===== src/rtl/mps_pkg.sv =====
package mps_pkg;

	localparam int MAX_ELEMENTS_DEF = 1024;
	localparam int VALUE_WIDTH_DEF  = 32;
	localparam int POS_OUT_W        = 10;

	typedef enum logic [2:0] {
		ST_IDLE,
		ST_SHIFT,
		ST_MED_HI,
		ST_MED_LO,
		ST_EMIT
	} state_t;

	typedef enum logic [1:0] {
		RD_TAIL,
		RD_NEXT,
		RD_MID,
		RD_MIDM1
	} rd_sel_t;

	typedef struct packed {
		logic    load;
		logic    drop;
		logic    shift;
		logic    place;
		logic    cap_hi;
		logic    emit;
		rd_sel_t rd_sel;
	} cmd_t;

	typedef struct packed {
		logic full;
		logic empty;
		logic move;
		logic last;
		logic ovf;
		logic out_free;
	} sts_t;

endpackage


===== src/rtl/mps_ctrl.sv =====
module mps_ctrl (
	input  logic           clk,
	input  logic           arst_n,
	input  logic           in_valid,
	input  logic           last_item,
	input  mps_pkg::sts_t  sts,
	output logic           in_stall,
	output mps_pkg::cmd_t  cmd
);

	mps_pkg::state_t state_q;
	mps_pkg::state_t state_d;

	always_ff @(posedge clk or negedge arst_n) begin
		if (!arst_n) begin
			state_q <= mps_pkg::ST_IDLE;
		end else begin
			state_q <= state_d;
		end
	end

	always_comb begin
		state_d = state_q;
		unique case (state_q)
			mps_pkg::ST_IDLE: begin
				if (in_valid) begin
					if (sts.full) begin
						state_d = last_item ? mps_pkg::ST_MED_HI : mps_pkg::ST_IDLE;
					end else begin
						state_d = mps_pkg::ST_SHIFT;
					end
				end
			end
			mps_pkg::ST_SHIFT: begin
				if (!sts.move) begin
					state_d = sts.last ? mps_pkg::ST_MED_HI : mps_pkg::ST_IDLE;
				end
			end
			mps_pkg::ST_MED_HI: begin
				state_d = mps_pkg::ST_MED_LO;
			end
			mps_pkg::ST_MED_LO: begin
				state_d = mps_pkg::ST_EMIT;
			end
			mps_pkg::ST_EMIT: begin
				if (sts.out_free) begin
					state_d = mps_pkg::ST_IDLE;
				end
			end
			default: begin
				state_d = mps_pkg::ST_IDLE;
			end
		endcase
	end

	always_comb begin
		cmd        = '0;
		cmd.rd_sel = mps_pkg::RD_TAIL;
		in_stall   = 1'b1;
		unique case (state_q)
			mps_pkg::ST_IDLE: begin
				in_stall = 1'b0;
				cmd.load = in_valid;
				cmd.drop = in_valid && sts.full;
			end
			mps_pkg::ST_SHIFT: begin
				cmd.rd_sel = mps_pkg::RD_NEXT;
				cmd.shift  = sts.move;
				cmd.place  = !sts.move;
			end
			mps_pkg::ST_MED_HI: begin
				cmd.rd_sel = mps_pkg::RD_MID;
			end
			mps_pkg::ST_MED_LO: begin
				cmd.rd_sel = mps_pkg::RD_MIDM1;
				cmd.cap_hi = 1'b1;
			end
			mps_pkg::ST_EMIT: begin
				cmd.rd_sel = mps_pkg::RD_MIDM1;
				cmd.emit   = sts.out_free;
			end
			default: begin
				cmd.rd_sel = mps_pkg::RD_TAIL;
			end
		endcase
	end

endmodule


===== config.mk =====
export PLATFORM = sky130hd
export DESIGN_NAME = mps_ctrl
export DESIGN_NICKNAME = d
export VERILOG_FILES = /design/src/rtl/mps_pkg.sv /design/src/rtl/mps_ctrl.sv
export SDC_FILE = /design/constraint.sdc
export NUM_CORES = 1
export LEC_CHECK = 0
export BUFFER_PORTS_ARGS = -buffer_cell sky130_fd_sc_hd__buf_2
export CORE_AREA = 2 2 39 41
export DETAILED_ROUTE_END_ITERATION = 10
export DIE_AREA = 0 0 41 43
export PLACE_DENSITY = 0.4
export SLEW_MARGIN = 10
export SYNTH_ARGS = -nofsm -noshare
export SYNTH_HDL_FRONTEND = slang
export SYNTH_SLANG_ARGS = --single-unit
export TNS_END_PERCENT = 1

===== constraint.sdc =====
create_clock -name clk -period 2.67 [get_ports clk]
set_input_delay 0.534 -clock clk [delete_from_list [all_inputs] [get_ports clk]]
set_output_delay 0.534 -clock clk [all_outputs]
set_load 0.1 [all_outputs]

==> results of run 1 <==
==> kinds of logic (layout without fill, tap and decap cells) <==
logic type / count (synthesis) / in the layout / share of synthesized area (%)
AO/OA/AOI/OAI: 7 / 7 / 19.3
AND/OR/NAND/NOR: 14 / 14 / 36.4
buffers and inverters: 4 / 23 / 10.2
flip-flops: 3 / 3 / 34.1
==> worst max-delay path: stages (launching register included) <==
cell	delay, ns
dfrtp_1	0.49
or3_4	0.45
nor2_4	0.08
and2_1	0.12
buf_2	0.41
==> layout make-up <==
| type | count | area, sq um | area share (%) |
|---|---|---|---|
| Sequential cell | 3 | 75.1 | 21.7 |
| Timing Repair Buffer | 16 | 80.1 | 23.1 |
| Multi-Input combinational cell | 21 | 134 | 38.6 |
| Clock buffer | 4 | 26.3 | 7.58 |
| Inverter | 3 | 11.3 | 3.25 |
| Tap cell | 16 | 20.0 | 5.78 |
==> placed cells by master (no fill, tap or decap) <==
master	Yosys	routed
or3_4	1	1
buf_2	0	16
inv_2	2	2
o21ai_1	2	2
and2_1	1	1
nand2_1	2	2
clkbuf_1	0	1
a21o_1	1	1
nor2_1	4	4
a211oi_1	1	1
o21ai_0	1	1
dfrtp_1	3	3
clkbuf_4	0	3
a21oi_1	1	1
o21bai_1	1	1
inv_1	1	1
nand4_1	1	1
nor3_2	0	1
and3_1	1	1
nor3_1	2	1
nor2_4	1	1
nor4_2	0	1
==> stage by stage <==
stage	TNS, ns	cells	setup slack, ns
after floorplan	-1.16	28	-0.466
after global placement	0	59	0.588
after detailed placement	0	59	0.590
after CTS	0	63	0.338
after global routing	0	63	0.270
final	0	63	0.356
==> worst paths after layout <==
path,endpoint,slack [ns],cells past startpoint,start
setup / recovery,cmd[6],0.36,4,state_q[2]
hold / removal,state_q[2],0.09,1,arst_n
setup reg to reg,state_q[2],1.67,3,state_q[1]
hold reg to reg,state_q[1],0.67,1,state_q[2]
max in group asynchronous,state_q[0],2.47,1,arst_n
min in group clk,state_q[2],0.50,2,sts[0]
==> per-layer routing <==
layer  GRT usage [%]  share of wire (%)  wire, microns  vias to the layer above
li1                -                  -              -                      137
met1            10.4                 44            263                      120
met2            10.9                 47            281                       11
met3            1.57                7.9             47                        0
met4            6.00                  0              0                        0
met5               0                  0              0                        -
==> results.toml, run 1 <==
[critical_path]
crit_type = "register to primary output"
required_ns = 2.14
end_kind = "primary output"
start_kind = "register"
cp.arrival_ns = 1.78
cp_max_fo = 10

[synthesis]
yosysTopAreaCellShare_pct = 34.1
synth-edff-count = 0
yosysWarnings = 0
synth_cells = 28
synth_top_flop_cell = "dfrtp_1"
syn_area_sq_um = 220
yosysMostFrequentCell = "nor2_1"
syn_nets = 38
ys_top_cells_by_count = "4 x nor2_1, 3 x dfrtp_1"
yosysTopAreaCell = "dfrtp_1"
async_reset_ff_share_pct = 100
synth_seq_cells = 3
synth.area.top_cells = "dfrtp_1 34%, nor2_1 6.8%, buf_6 5.1%"
yosysSeqAreaShare_pct = 34.1
ys_types = 19
synth.avg_cell_area_sq_um = 7.86

[sta]
hold_slack_ns = 0.0921
rsz0062_at_grt = "no"
maxSlewViolCount = 0
max_freq_ghz = 0.432
period_share_pct = 86.7
worst_pin_slew_ns = 0.485
setup_viol = 0
fin_crit_ns = 2.31
finClkSkew_ns = 0.00259
finalHoldViolations = 0
max_slew_margin_pct = 67.9

[global_route]
grt_first_pass_wirelength_microns = 959
antenna_found_initial = 0
overflow = 0
grt_max_degree = 11
grt_pass1_vias = 248
groute.usage.overall_pct = 7.95

[drt]
first_iter_violations = 6
routed_wl_microns = 592
postRouteAntennaNets = 0
vias_per_cell = 4.25
wl_per_cell_microns = 9.40
drc = 0
vias = 268
first_pass_iters = 4

[final_layout]
syn_to_final_growth_pct = 57.4
largestRegisters = "state_q (3)"
final_util_pct = 25.0
largest_reg_flops = 3
largest-register = "state_q"
final_area_sq_um = 347
drive_above_1_share_pct = 53.2
antenna_cells = 0
num-fill-cells = 163
fin_nets = 58

[floorplanning]
die-height_microns = 43
die_w_microns = 41
row_count = 14
initial_utilization_pct = 15.9
core-area_sq_mm = 0.00138
dieArea_sq_mm = 0.00176
num_io_pins = 19

[run]
max_cap_viol_count = 0

[place]
dpl.hpwl_microns = 489
placed_area_sq_um = 320
gp_congestion = 0.654
port-buffer-count = 16

[clocking]
clk_pin_slew_ns = 0.04
post_cts_resized = 0
cts_buffer_depth = 2
cts.htree.levels = 1
postCtsHoldBufs = 0
clock-root-buffer = "clkbuf_4"
post_cts_buffers = 0
cts_buffers = 3
cts_tree = "built"
insertion_delay_ns = 0.23
clock-sinks = 3

[status]
status = "complete, no violations"

[worst_hold_path]
min_path_type = "input port to async pin"
Power of run 1 is left out: the tool's default activity adds up to more than one toggle a clock period on the data nets, which glitch-free logic cannot reach.
==> run 2: changes to the inputs <==
- RECOVER_POWER: unset -> 25
==> run 2 against run 1 <==
Wire length decreased by 0.17%. Flip-flop and latch count is the same. Via count up 0.37%. Die area unchanged. Critical path type unchanged. First-iteration DRC count fell by 17%. Hold slack better by 0.0093 ns. Final cell count unchanged. Register-to-register slack barely moved. Sequential share of layout area is 0.078 points higher.
==> results.toml, run 2 (synthesized netlist as in run 1, its figures left out) <==
[final_layout]
final_cell_count_no_fill = 63
fin_nets = 58
antenna_cells = 0
final_common_cell = "buf_2"
largestRegisters = "state_q (3)"
final_util_pct = 25.0
multi_input_area_sq_um = 134
drive_above_1_share_pct = 51.1
num-fill-cells = 164
largest-register = "state_q"
mostFrequentLayoutCells = "15 x buf_2, 4 x nor2_1, 3 x clkbuf_4, 3 x dfrtp_1"
seq_area_sq_um = 75.1
syn_to_final_growth_pct = 56.8
largest_reg_flops = 3

[status]
status = "complete, no violations"

[drt]
postRouteAntennaNets = 0
vias = 269
first_pass_iters = 3
wl_per_cell_microns = 9.38
vias_per_cell = 4.27
routed_wl_microns = 591
first_iter_violations = 5
drc = 0

[sta]
worst_pin_slew_ns = 0.485
fin_crit_ns = 2.31
hold_slack_ns = 0.101
max_freq_ghz = 0.432
finClkSkew_ns = 0.00259
finalHoldViolations = 0
max_slew_margin_pct = 67.9
rsz0062_at_grt = "no"
setup_viol = 0
period_share_pct = 86.7
maxSlewViolCount = 0

[floorplanning]
initial_utilization_pct = 15.9
row_count = 14
die_w_microns = 41
num_io_pins = 19
core-area_sq_mm = 0.00138
die-height_microns = 43
dieArea_sq_mm = 0.00176

[global_route]
grt_max_degree = 11
grt_first_pass_wirelength_microns = 959
groute.usage.overall_pct = 7.95
antenna_found_initial = 0
grt_pass1_vias = 248
overflow = 0

[clocking]
cts_tree = "built"
insertion_delay_ns = 0.23
postCtsHoldBufs = 0
clk_pin_slew_ns = 0.04
clock-root-buffer = "clkbuf_4"
cts_buffers = 3
clock-sinks = 3
cts_buffer_depth = 2
post_cts_resized = 0
cts.htree.levels = 1
post_cts_buffers = 0

[critical_path]
crit_type = "register to primary output"
cp_max_fo = 10
cp.arrival_ns = 1.78
required_ns = 2.14
end_kind = "primary output"
start_kind = "register"

[place]
port-buffer-count = 16
dpl.hpwl_microns = 489
gp_congestion = 0.654
dp.cells = 59

[run]
max_cap_viol_count = 0

[worst_hold_path]
min_path_type = "input port to async pin"
run 2: cell types whose count changed in the layout (fill, tap and decap cells not counted):
cell / delta
buf_2: -1
clkbuf_1: +1
run 2: final timing paths:
kind	startpoint	to	slack, ns	depth (start not counted)
max	state_q[2]	cmd[6]	0.36	4
min	arst_n	state_q[2]	0.10	1
max reg2reg	state_q[1]	state_q[2]	1.67	3
min reg2reg	state_q[2]	state_q[1]	0.67	1
max in group asynchronous	arst_n	state_q[0]	2.42	1
min in group clk	sts[0]	state_q[2]	0.50	2
run 2: routing by layer:
| layer | global-route usage (%) | part of all wire (%) | routed length [microns] |
|---|---|---|---|
| met2 | 10.9 | 48 | 284 |
| met5 | 0 | 0 | 0 |
| met4 | 6.00 | 0 | 0 |
| met3 | 1.57 | 6.9 | 41 |
| met1 | 10.4 | 45 | 265 |
run 2: stage by stage:
step / setup slack (ns) / setup TNS [ns] / cell area (sq um)
2_1_floorplan: -0.466 / -1.16 / 231
3_3_place_gp: 0.588 / 0 / 320
3_5_place_dp: 0.590 / 0 / 320
4_1_cts: 0.338 / 0 / 347
5_1_grt: 0.270 / 0 / 345
6_report: 0.355 / 0 / 345
run 2: worst max-delay path, cell delays in order (launching register included):
cell,delay (ns)
dfrtp_1,0.49
or3_4,0.45
nor2_4,0.08
and2_1,0.12
buf_2,0.41
run 2: cell type report:
class	instances	share of cell area, %
Tap cell	16	5.80
Inverter	3	3.26
Timing Repair Buffer	16	22.8
Sequential cell	3	21.7
Clock buffer	4	7.61
Multi-Input combinational cell	21	38.8
Power of run 2 is left out for the same reason.
